File: src/rtl/core/sblc_pkg.sv
// sblc_pkg: shared types and constants of the size budget lru cache
// no dependencies; imported by the cache top level and the bench

package sblc_pkg;

  localparam int unsigned DEFAULT_ENTRIES = 16;
  localparam int unsigned KEY_W           = 32;
  localparam int unsigned SIZE_W          = 24;
  localparam int unsigned REC_W           = 32;
  localparam int unsigned BUDGET_W        = 32;
  localparam logic [BUDGET_W-1:0] BUDGET_RESET = 32'd1048576;

  // result kind codes
  localparam logic KIND_EVICT = 1'b0;
  localparam logic KIND_FINAL = 1'b1;

  // one table entry as stored in the entry ram
  typedef struct packed {
    logic [KEY_W-1:0]  key;
    logic [SIZE_W-1:0] size;
    logic [REC_W-1:0]  rec;
  } entry_t;

  typedef enum logic [2:0] {
    ST_IDLE,
    ST_LOOKUP,
    ST_INSERT,
    ST_CHECK,
    ST_EVSCAN,
    ST_EVICT
  } sblc_state_e;

endpackage

File: src/rtl/core/sblc_ram.sv
// sblc_ram: generic single write port, single read port ram with registered read
// no dependencies; holds the key, size and recency of every cache entry

module sblc_ram #(
  parameter int unsigned WIDTH = 8,
  parameter int unsigned DEPTH = 16
) (
  input  logic                     clk_i,
  input  logic                     we_i,
  input  logic [$clog2(DEPTH)-1:0] waddr_i,
  input  logic [WIDTH-1:0]         wdata_i,
  input  logic                     re_i,
  input  logic [$clog2(DEPTH)-1:0] raddr_i,
  output logic [WIDTH-1:0]         rdata_o
);

  logic [WIDTH-1:0] mem_q [DEPTH];
  logic [WIDTH-1:0] rdata_q;

  always_ff @(posedge clk_i) begin
    if (we_i) begin
      mem_q[waddr_i] <= wdata_i;
    end
    if (re_i) begin
      rdata_q <= mem_q[raddr_i];
    end
  end

  assign rdata_o = rdata_q;

endmodule

File: src/rtl/core/size_budget_lru_cache.sv
// size_budget_lru_cache: lru cache of keyed items weighted by size under a byte budget
// depends on sblc_pkg and sblc_ram (entry store)
//
//  channel   | ports                                           | handshake
//  ----------+-------------------------------------------------+------------------------------
//  request   | item_key_i, item_size_i                         | taken when start && !busy
//  result    | result_kind_o, evicted_key_o, was_hit_o,        | one cycle, result_valid_o
//            | last_result_o                                   |
//  config    | memory_budget_i                                 | written when memory_budget_we_i
//
//  a request scans the entry ram once for the lookup and once more for every budget
//  eviction; every scan walks the entry ram one entry a cycle through its single
//  read port, so the scans set how long a request takes
//  busy is high from the cycle after a request is taken; it drops in the cycle
//  that carries the last result
//  reset clears the valid bits, the recency counter, the used total and the budget
//  (to 1 MiB); the entry ram itself is not cleared, invalid entries are never used
//  results leave through an output register and cannot be stalled

module size_budget_lru_cache
  import sblc_pkg::*;
#(
  parameter int unsigned ENTRIES = DEFAULT_ENTRIES
) (
  input  logic                clk_i,
  input  logic                rst_ni,
  // request
  input  logic                start,
  output logic                busy,
  input  logic [KEY_W-1:0]    item_key_i,
  input  logic [SIZE_W-1:0]   item_size_i,
  // results
  output logic                result_valid_o,
  output logic                result_kind_o,
  output logic [KEY_W-1:0]    evicted_key_o,
  output logic                was_hit_o,
  output logic                last_result_o,
  // budget register
  input  logic                memory_budget_we_i,
  input  logic [BUDGET_W-1:0] memory_budget_i
);

  localparam int unsigned IW     = $clog2(ENTRIES);
  localparam int unsigned CW     = $clog2(ENTRIES + 1);
  localparam int unsigned USED_W = SIZE_W + $clog2(ENTRIES + 1);
  localparam int unsigned ENT_W  = $bits(entry_t);

  sblc_state_e state_q, state_d;

  // scan pointer: address issued this cycle, data of entry idx_q-1 arrives
  logic [CW-1:0]       idx_q, idx_d;
  logic [KEY_W-1:0]    key_q, key_d;
  logic [SIZE_W-1:0]   size_q, size_d;
  logic [REC_W-1:0]    ctr_q, ctr_d;
  logic [USED_W-1:0]   used_q, used_d;
  logic [BUDGET_W-1:0] budget_q;
  logic [ENTRIES-1:0]  valid_q, valid_d;

  // request slot and scan results
  logic                hit_q, hit_d;
  logic [IW-1:0]       slot_q, slot_d;
  logic [SIZE_W-1:0]   slot_size_q, slot_size_d;
  logic                free_found_q, free_found_d;
  logic [IW-1:0]       free_slot_q, free_slot_d;
  logic                vic_found_q, vic_found_d;
  logic [IW-1:0]       vic_slot_q, vic_slot_d;
  logic [REC_W-1:0]    vic_age_q, vic_age_d;
  logic [KEY_W-1:0]    vic_key_q, vic_key_d;
  logic [SIZE_W-1:0]   vic_size_q, vic_size_d;

  // result register
  logic                res_valid_q, res_valid_d;
  logic                kind_q, kind_d;
  logic [KEY_W-1:0]    ekey_q, ekey_d;
  logic                rhit_q, rhit_d;
  logic                last_q, last_d;

  // entry ram port
  logic                ram_we, ram_re;
  logic [IW-1:0]       ram_waddr, ram_raddr;
  entry_t              ram_wdata;
  logic [ENT_W-1:0]    ram_rdata;

  // entry under inspection during a scan
  entry_t              ent;
  logic [CW-1:0]       scan_j;
  logic [IW-1:0]       scan_jj;
  logic                ent_valid;
  logic [REC_W-1:0]    ent_age;
  logic                scan_last;
  logic                over_budget;

  sblc_ram #(
    .WIDTH (ENT_W),
    .DEPTH (ENTRIES)
  ) u_entry_ram (
    .clk_i   (clk_i),
    .we_i    (ram_we),
    .waddr_i (ram_waddr),
    .wdata_i (ram_wdata),
    .re_i    (ram_re),
    .raddr_i (ram_raddr),
    .rdata_o (ram_rdata)
  );

  assign ent         = entry_t'(ram_rdata);
  assign scan_j      = idx_q - CW'(1);
  assign scan_jj     = scan_j[IW-1:0];
  assign ent_valid   = valid_q[scan_jj];
  // age grows with staleness and stays ordered across counter wrap
  assign ent_age     = ctr_q - ent.rec;
  assign scan_last   = (idx_q == CW'(ENTRIES));
  assign over_budget = (BUDGET_W'(used_q) > budget_q);

  assign busy = (state_q != ST_IDLE);

  // next state
  always_comb begin
    state_d = state_q;
    case (state_q)
      ST_IDLE: begin
        if (start) state_d = ST_LOOKUP;
      end
      ST_LOOKUP: begin
        if (scan_last) state_d = ST_INSERT;
      end
      ST_INSERT: begin
        state_d = ST_CHECK;
      end
      ST_CHECK: begin
        state_d = over_budget ? ST_EVSCAN : ST_IDLE;
      end
      ST_EVSCAN: begin
        if (scan_last) state_d = ST_EVICT;
      end
      ST_EVICT: begin
        state_d = vic_found_q ? ST_CHECK : ST_IDLE;
      end
      default: state_d = ST_IDLE;
    endcase
  end

  // datapath, ram control and result
  always_comb begin
    idx_d        = idx_q;
    key_d        = key_q;
    size_d       = size_q;
    ctr_d        = ctr_q;
    used_d       = used_q;
    valid_d      = valid_q;
    hit_d        = hit_q;
    slot_d       = slot_q;
    slot_size_d  = slot_size_q;
    free_found_d = free_found_q;
    free_slot_d  = free_slot_q;
    vic_found_d  = vic_found_q;
    vic_slot_d   = vic_slot_q;
    vic_age_d    = vic_age_q;
    vic_key_d    = vic_key_q;
    vic_size_d   = vic_size_q;
    res_valid_d  = 1'b0;
    kind_d       = kind_q;
    ekey_d       = ekey_q;
    rhit_d       = rhit_q;
    last_d       = last_q;
    ram_we       = 1'b0;
    ram_waddr    = slot_q;
    ram_wdata    = '{key: key_q, size: slot_size_q, rec: ctr_q};
    ram_re       = 1'b0;
    ram_raddr    = idx_q[IW-1:0];

    case (state_q)
      ST_IDLE: begin
        if (start) begin
          key_d        = item_key_i;
          size_d       = item_size_i;
          ctr_d        = ctr_q + REC_W'(1);
          idx_d        = '0;
          hit_d        = 1'b0;
          free_found_d = 1'b0;
          vic_found_d  = 1'b0;
        end
      end

      ST_LOOKUP: begin
        ram_re = (idx_q < CW'(ENTRIES));
        idx_d  = idx_q + CW'(1);
        if (idx_q != '0) begin
          if (ent_valid && ent.key == key_q && !hit_q) begin
            hit_d       = 1'b1;
            slot_d      = scan_jj;
            slot_size_d = ent.size;
          end
          if (!ent_valid && !free_found_q) begin
            free_found_d = 1'b1;
            free_slot_d  = scan_jj;
          end
          // victim for a full table, ties to the lowest slot
          if (ent_valid && (!vic_found_q || ent_age > vic_age_q)) begin
            vic_found_d = 1'b1;
            vic_slot_d  = scan_jj;
            vic_age_d   = ent_age;
            vic_key_d   = ent.key;
            vic_size_d  = ent.size;
          end
        end
      end

      ST_INSERT: begin
        ram_we = 1'b1;
        if (hit_q) begin
          // restamp only
          ram_waddr = slot_q;
          ram_wdata = '{key: key_q, size: slot_size_q, rec: ctr_q};
        end else if (free_found_q) begin
          ram_waddr            = free_slot_q;
          ram_wdata            = '{key: key_q, size: size_q, rec: ctr_q};
          slot_d               = free_slot_q;
          slot_size_d          = size_q;
          valid_d[free_slot_q] = 1'b1;
          used_d               = used_q + USED_W'(size_q);
        end else begin
          // full table: the oldest entry gives up its slot
          ram_waddr   = vic_slot_q;
          ram_wdata   = '{key: key_q, size: size_q, rec: ctr_q};
          slot_d      = vic_slot_q;
          slot_size_d = size_q;
          used_d      = used_q - USED_W'(vic_size_q) + USED_W'(size_q);
          res_valid_d = 1'b1;
          kind_d      = KIND_EVICT;
          ekey_d      = vic_key_q;
          rhit_d      = 1'b0;
          last_d      = 1'b0;
        end
      end

      ST_CHECK: begin
        idx_d       = '0;
        vic_found_d = 1'b0;
        if (!over_budget) begin
          res_valid_d = 1'b1;
          kind_d      = KIND_FINAL;
          ekey_d      = '0;
          rhit_d      = hit_q;
          last_d      = 1'b1;
        end
      end

      ST_EVSCAN: begin
        ram_re = (idx_q < CW'(ENTRIES));
        idx_d  = idx_q + CW'(1);
        if (idx_q != '0) begin
          // the requested entry is never a candidate here
          if (ent_valid && scan_jj != slot_q &&
              (!vic_found_q || ent_age > vic_age_q)) begin
            vic_found_d = 1'b1;
            vic_slot_d  = scan_jj;
            vic_age_d   = ent_age;
            vic_key_d   = ent.key;
            vic_size_d  = ent.size;
          end
        end
      end

      ST_EVICT: begin
        res_valid_d = 1'b1;
        kind_d      = KIND_EVICT;
        if (vic_found_q) begin
          ekey_d              = vic_key_q;
          rhit_d              = 1'b0;
          last_d              = 1'b0;
          valid_d[vic_slot_q] = 1'b0;
          used_d              = used_q - USED_W'(vic_size_q);
        end else begin
          // only the requested entry is left: it goes and ends the request
          ekey_d          = key_q;
          rhit_d          = hit_q;
          last_d          = 1'b1;
          valid_d[slot_q] = 1'b0;
          used_d          = used_q - USED_W'(slot_size_q);
        end
      end

      default: ;
    endcase
  end

  always_ff @(posedge clk_i or negedge rst_ni) begin
    if (!rst_ni) begin
      state_q      <= ST_IDLE;
      idx_q        <= '0;
      ctr_q        <= '0;
      used_q       <= '0;
      budget_q     <= BUDGET_RESET;
      valid_q      <= '0;
      hit_q        <= 1'b0;
      free_found_q <= 1'b0;
      vic_found_q  <= 1'b0;
      res_valid_q  <= 1'b0;
    end else begin
      state_q      <= state_d;
      idx_q        <= idx_d;
      ctr_q        <= ctr_d;
      used_q       <= used_d;
      valid_q      <= valid_d;
      hit_q        <= hit_d;
      free_found_q <= free_found_d;
      vic_found_q  <= vic_found_d;
      res_valid_q  <= res_valid_d;
      if (memory_budget_we_i) begin
        budget_q <= memory_budget_i;
      end
    end
  end

  // payload registers
  always_ff @(posedge clk_i) begin
    key_q       <= key_d;
    size_q      <= size_d;
    slot_q      <= slot_d;
    slot_size_q <= slot_size_d;
    free_slot_q <= free_slot_d;
    vic_slot_q  <= vic_slot_d;
    vic_age_q   <= vic_age_d;
    vic_key_q   <= vic_key_d;
    vic_size_q  <= vic_size_d;
    kind_q      <= kind_d;
    ekey_q      <= ekey_d;
    rhit_q      <= rhit_d;
    last_q      <= last_d;
  end

  assign result_valid_o = res_valid_q;
  assign result_kind_o  = kind_q;
  assign evicted_key_o  = ekey_q;
  assign was_hit_o      = rhit_q;
  assign last_result_o  = last_q;

  // the last result of a request always leaves the block idle
  a_last_idle: assert property (@(posedge clk_i) disable iff (!rst_ni)
    result_valid_o && last_result_o |-> !busy)
    else $error("last result while busy");

  // a final response always closes its request
  a_final_last: assert property (@(posedge clk_i) disable iff (!rst_ni)
    result_valid_o && result_kind_o == KIND_FINAL |-> last_result_o)
    else $error("final response without last flag");

  // an empty table holds no bytes
  a_empty_used: assert property (@(posedge clk_i) disable iff (!rst_ni)
    valid_q == '0 |-> used_q == '0)
    else $error("used total nonzero with empty table");

  // no result during the lookup scan
  a_lookup_quiet: assert property (@(posedge clk_i) disable iff (!rst_ni)
    state_q == ST_LOOKUP |-> !result_valid_o)
    else $error("result during lookup");

  // a taken request makes the block busy
  a_take_busy: assert property (@(posedge clk_i) disable iff (!rst_ni)
    start && !busy |=> busy)
    else $error("request taken but block not busy");

endmodule

File: config.mk
export PLATFORM = sky130hd
export DESIGN_NAME = size_budget_lru_cache
export DESIGN_NICKNAME = d
export VERILOG_FILES = /design/src/rtl/core/sblc_pkg.sv /design/src/rtl/core/sblc_ram.sv /design/src/rtl/core/size_budget_lru_cache.sv
export SDC_FILE = /design/constraint.sdc
export NUM_CORES = 2
export LEC_CHECK = 0
export BUFFER_PORTS_ARGS = -buffer_cell sky130_fd_sc_hd__buf_4
export CAP_MARGIN = 20
export CORE_ASPECT_RATIO = 0.9
export CORE_MARGIN = 3
export CORE_UTILIZATION = 57
export DETAILED_ROUTE_END_ITERATION = 10
export PLACE_DENSITY = 0.79
export SYNTH_ARGS = -nofsm -noshare
export SYNTH_HDL_FRONTEND = slang
export SYNTH_SLANG_ARGS = --single-unit
File: constraint.sdc
create_clock -name clk_i -period 33.1 [get_ports clk_i]
set_input_delay 1.655 -clock clk_i [delete_from_list [all_inputs] [get_ports clk_i]]
set_output_delay 1.655 -clock clk_i [all_outputs]
set_load 0.005 [all_outputs]
# Word-level counts from Yosys, hierarchy flattened
# Memory sizes are Yosys's and may differ from the RTL's. A register that Yosys moved wholly into a read port is not among the register bits.
# Cells that the tools add are included.
# word_totals
reg_bits	336
mem_bits_rw	1408
elab_cells	196
memories	1
output_inout_bits	37
input_bits	92
# op_classes
bitwise_logic	5
n_addsub	8
muxes	90
magnitude_cmp	10
n_reduce_logical	38
eq_ne	21
# mem_list
name	words	width	read_ports	rd_ports_with_merged_regs	write_ports	line_no	source
u_entry_ram.mem_q	16	88	1	1	1	sblc_ram.sv:17	logic [WIDTH-1:0] mem_q [DEPTH];
# op_table
op	n
two-way mux 32 bit	12
two-way mux 24 bit	7
case mux 32 bit (2 select lines)	2
two-way mux 56 bit	2
case mux 24 bit (2 select lines)	2
case mux 32 bit (3 select lines)	1
two-way mux 29 bit	3
adder 29 x 24 -> 29 bit	2
case mux 29 bit (2 select lines)	1
subtractor 29 x 24 -> 29 bit	2
two-way mux 16 bit	3
two-way mux 4 bit	9
adder 32 x 1 -> 32 bit (second input constant)	1
bitwise AND 16 bit	2
== test 32 bit	1
greater-than comparator 29 x 32 -> 1 bit	1
greater-than comparator 32 bit	1
NOT 16 bit	2
case mux 16 bit (2 select lines)	1
subtractor 32 bit	1
two-way mux 1 bit	26
!= test 2 bit (second input constant)	13
less-than comparator 4 x 5 -> 1 bit (second input constant)	4
case mux 3 bit (6 select lines)	1
other kinds (34)	72

# Logic depth before layout (Yosys ltp)
# depth
ltp_word	8
depth_mapped	24
depth_no_buf	24

# Cells and area by module
# A second synthesis with hierarchy kept.
# unflattened
hier_cells	4419
area_unflattened_um2	76266.9
# modules_own_cells
module	cells_each	instances	seq_area_each_um2	area_each_um2
sblc_ram	2256	1	44923.1	55239.2
size_budget_lru_cache	2163	1	9485.3	21027.7

# Least setup slack after synthesis
# No wires, ideal clock.
# synth_path
path_type	reg-to-reg
startpoint	register ctr_q[13]
endpoint	register vic_age_q[0] (enable)
setup_ps	669
stages_incl_launch_ff	20
t_arrival_ps	9982
path_slack_ps	22448
n_path_buf	0
t_required_ps	32431
path_cell_list	dfrtp_1 ha_1 a21o_1 a21o_1 a221o_1 a21oi_1 a21o_1 nand2_1 a211o_1 a21o_1 a311oi_1 xnor2_1 ha_1 nand4_1 nor2_1 nand3_1 nor2_1 nor2_1 nand2_1 o21ai_0
# synth_via
elab_chain_len	6
# synth_lines
item	line_no	source
start, declared	size_budget_lru_cache.sv:54	logic [REC_W-1:0] ctr_q, ctr_d;
start signal, assigned	size_budget_lru_cache.sv:303	ctr_q <= ctr_d;
subtractor 32 bit *	size_budget_lru_cache.sv:111	assign ent_age = ctr_q - ent.rec;
via ent_age[30]	size_budget_lru_cache.sv:89	logic [REC_W-1:0] ent_age;
greater-than comparator 32 bit *	size_budget_lru_cache.sv:199, size_budget_lru_cache.sv:255	
logical OR 1 bit *	size_budget_lru_cache.sv:199, size_budget_lru_cache.sv:255	
logical AND 1 bit (on tied branches)	size_budget_lru_cache.sv:254, size_budget_lru_cache.sv:199	
!= test 2 bit (no line)	n/a	
AND reduction 5 bit (no line) *	n/a	
end signal, assigned	size_budget_lru_cache.sv:324	vic_age_q <= vic_age_d;
end, declared	size_budget_lru_cache.sv:67	logic [REC_W-1:0] vic_age_q, vic_age_d;
# Mark *: on every way through the listed nets, which the timed path passes. The rest lies on a longest branch.
# A chain may end at the register's enable or synchronous reset.

# Worst setup path after layout
# layout_path
startpoint	register ctr_q[1]
endpoint	register vic_size_q[1] (enable)
# layout_via
elab_chain_len	6
# layout_lines
item	line_no	source
subtractor 32 bit *	size_budget_lru_cache.sv:111	
via ent_age[29]	size_budget_lru_cache.sv:89	
greater-than comparator 32 bit *	size_budget_lru_cache.sv:199, size_budget_lru_cache.sv:255	
logical OR 1 bit *	size_budget_lru_cache.sv:199, size_budget_lru_cache.sv:255	
logical AND 1 bit (on tied branches)	size_budget_lru_cache.sv:254, size_budget_lru_cache.sv:199	
!= test 2 bit (no line)	n/a	
AND reduction 5 bit (no line) *	n/a	
end signal, assigned	size_budget_lru_cache.sv:326	vic_size_q <= vic_size_d;
end, declared	size_budget_lru_cache.sv:69	logic [SIZE_W-1:0] vic_size_q, vic_size_d;
# Marks and branches as above.

==> impl_results.md <==
* Final wirelength at 186000 um
* Syn avg cell area at 17.9 um2
* Max VDD drop at 0.0000880 V
* Die area at 139000 um2
* Setup tns final at 0 ns
* Power per cell area at 79.9 nW/um2
* NetSw at 2110 uW
* WP data arrival at 7.40 ns
* Fin crit share at 0.211
* DR vias at 42000
* Max Cap Viol at 0
* Post-synth EDFFs at 1711
* Sequential share of the synthesized area at 0.712
* DRC at 0
* Dpl hpwl at 98400 um
* CTS Root Cell: clkbuf_16
* Part of the power in registers at 0.428
* GRT Total Usage at 0.271
* Depth of the CTS H-tree at 4
* Endpoints failing hold at 0
* Post-route ant nets at 0
* Clk slew on worst S/H paths at 0.06 ns
* CTS tree: done
* Max frequency at 143 MHz
* Die X at 392 um
* Post-layout min period at 6.97 ns
* Io pins at 129
* Vias in the first global route at 42400
* CTS sink count at 1832
* Comb power frac at 0.284
* First-pass GRT wire length at 276000 um
* DRT iter0 DRCs at 5455
* Synth cell types at 82
* Initial core utilization at 0.579
* Req. time, crit path at 33.53 ns
* # rows at 126
* Post-CTS Setup Inserts at 0
* Bufs on Longest Clock Path at 3
* RSZ-0062 raised after global routing: false
* Leak pwr at 0.0283 uW
* Skew final at 0.0328 ns
* Area added between synthesis and finish at 11.8%
* WL per Instance at 29.2 um
* TritonCTS buffer count at 176
* Hold Buf Count CTS at 0
* Placed Cells at 6049
* Min-delay worst type: reg -> reg
* Type of the worst setup path: reg -> reg
* # setup viols final at 0
* Switching portion of total power at 0.309
* Final hold slack at 0.446 ns
* Vert. Die Dim at 353 um
* Status: complete, no violations
* Critical Path Start Type: flip-flop
* Synthesized Nets at 4539
* Crit path max fanout at 40
* Syn Inst Count at 4275
* Antenna violations before repair at 3
* YS warnings at 0
* Overall power at 6830 uW
* Final non-filler cell total at 6377
* Worst-Skew Late Latency at 0.80 ns
* Port Buffers at 128
* Seq cells post-synth at 1832
* Placer Congestion at 0.905
* Crit. End Element: flip-flop
* Global route total overflow at 0
* Post-layout util at 0.647
* Clock network fraction of total power at 0.288
* Slew headroom at 0.233
* Post_cts resized at 0
* Internal power at 4720 uW
* Ys async rst share at 0.0660
* Top_reg_cell synth: edfxtp_1
* Detailed Routing Iterations Pass 1 at 6
* Layout cell share with drive strength beyond 1 at 0.211
* Worst slew pin tran at 1.13 ns
* Nets at 4765
* Core Footprint at 132000 um2
* Largest net degree at the start of global routing at 164
* Cell area after synthesis at 76500 um2
* Post-DR vias/cell at 6.59
* Slew Viols, Final at 0
cell type report:
cell class	instances	area [um2]
Sequential cell	1832	54400
Fill cell	8425	46600
Multi-Input combinational cell	2101	20900
Clock buffer	228	4660
Tap cell	1728	2160
Timing Repair Buffer	218	1720
Clock inverter	97	932
Inverter	172	647
Antenna cell	1	2.50
flip-flops by register name, indices dropped and copies added (netlist names), 5 cells and up:
register,flops
budget_q,32
ctr_q,32
evicted_key_o,32
idx_q,5
key_q,32
size_q,24
slot_size_q,24
u_entry_ram.mem_q,1408
u_entry_ram.rdata_o,88
used_q,29
valid_q,16
vic_age_q,32
vic_key_q,32
vic_size_q,24
kinds of logic (layout without fill, tap and decap cells):
logic type / count (synthesis) / count (layout) / share of synthesized area
AO/OA/AOI/OAI: 586 / 586 / 0.0480
XOR/XNOR: 164 / 164 / 0.0188
adder cells (fa/ha/maj): 172 / 172 / 0.0285
buffers and inverters: 342 / 715 / 0.0169
flip-flops: 1832 / 1832 / 0.712
multiplexers: 466 / 466 / 0.134
other: 0 / 1 / 0
AND/OR/NAND/NOR: 713 / 713 / 0.0424
metal layers:
layer  share of wire  vias up  global-route usage
met5         0.00013        -                   0
met4           0.034        4              0.0966
met3            0.10      451              0.0582
met2            0.49     2741               0.433
met1            0.38    21400               0.374
li1                -    17400                   -
cells in the mapped netlist, drive strengths merged, types with 37 or more instances:
master | instances | share of area
dfrtp | 120 | 0.039
inv | 172 | 0.0084
o21ai | 207 | 0.014
buf | 37 | 0.0019
mux4 | 444 | 0.13
xor2 | 95 | 0.011
a21o | 80 | 0.0079
nor2 | 131 | 0.0064
nand2 | 346 | 0.017
nand3 | 42 | 0.0027
clkbuf | 133 | 0.0065
edfxtp | 1711 | 0.67
xnor2 | 69 | 0.0079
a21oi | 138 | 0.0092
ha | 168 | 0.027
final timing paths:
kind                                                    from                        to  slack (ns)  cells past startpoint
hold / removal             u_entry_ram.rdata_o[47]$_DFFE_PP_  vic_size_q[15]$_DFFE_PP_        0.45                      0
hold reg to reg            u_entry_ram.rdata_o[47]$_DFFE_PP_  vic_size_q[15]$_DFFE_PP_        0.45                      0
max in group asynchronous                             rst_ni      idx_q[2]$_DFFE_PN0P_       30.81                      2
setup / recovery                        ctr_q[1]$_DFFE_PN0P_   vic_size_q[1]$_DFFE_PP_       26.13                     21
min in group asynchronous                             rst_ni  result_valid_o$_DFF_PN0_        0.85                      1
setup reg to reg                        ctr_q[1]$_DFFE_PN0P_   vic_size_q[1]$_DFFE_PP_       26.13                     21
cells in the final DEF, fill, tap and decap left out, types with 12 or more instances in the layout:
cell / synthesis / final
a211oi_1: 19 / 18
a21o_1: 80 / 80
a21oi_1: 137 / 137
a31oi_1: 14 / 14
and3_1: 23 / 23
buf_4: 0 / 212
bufinv_16: 0 / 13
clkbuf_1: 133 / 48
clkbuf_16: 0 / 178
clkinv_1: 0 / 27
clkinv_2: 0 / 30
dfrtp_1: 120 / 115
edfxtp_1: 1711 / 1711
ha_1: 168 / 168
inv_1: 171 / 171
mux4_2: 444 / 444
nand2_1: 346 / 345
nand2b_1: 26 / 25
nand3_1: 42 / 42
nand4_1: 31 / 31
nor2_1: 131 / 114
nor2_4: 0 / 17
nor2b_1: 22 / 22
nor3_1: 29 / 27
o211ai_1: 12 / 12
o21a_1: 19 / 19
o21ai_0: 203 / 202
or2_2: 12 / 12
xnor2_1: 69 / 69
xor2_1: 95 / 95
worst max-delay path: stages, from the launching register on:
cell	delay, ns
dfrtp_1	0.77
ha_1	0.35
nor2b_1	0.14
o21ai_0	0.34
a21oi_1	0.20
o21ai_0	0.42
a21oi_1	0.17
o21ai_0	0.39
a21oi_1	0.13
o21ai_0	0.57
nand3_1	0.18
o311ai_0	0.23
ha_1	0.36
nand4_1	0.09
nor2_1	0.06
nand3_1	0.07
nor2_1	0.04
nor2_1	0.13
nand2_1	0.11
o21ai_4	0.48
buf_4	0.68
buf_4	0.60
stage by stage:
| step | worst slack (ns) | cell area (um2) |
|---|---|---|
| 2_1_floorplan | 22.45 | 76500 |
| 3_3_place_gp | 26.73 | 79800 |
| 3_5_place_dp | 26.49 | 79800 |
| 4_1_cts | 26.19 | 85400 |
| 5_1_grt | 25.65 | 85500 |
| 6_report | 26.13 | 85500 |
power groups by stage:
stage	Combinational (uW)	Sequential, uW	Clock (uW)
2_1_floorplan	1480	2870	0
3_3_place_gp	1850	2950	0
3_5_place_dp	1880	2960	0
4_1_cts	1930	2920	1990
5_1_grt	2110	2940	2080
6_report	1940	2920	1970
Note: power is estimated with default switching activity, not from simulation.
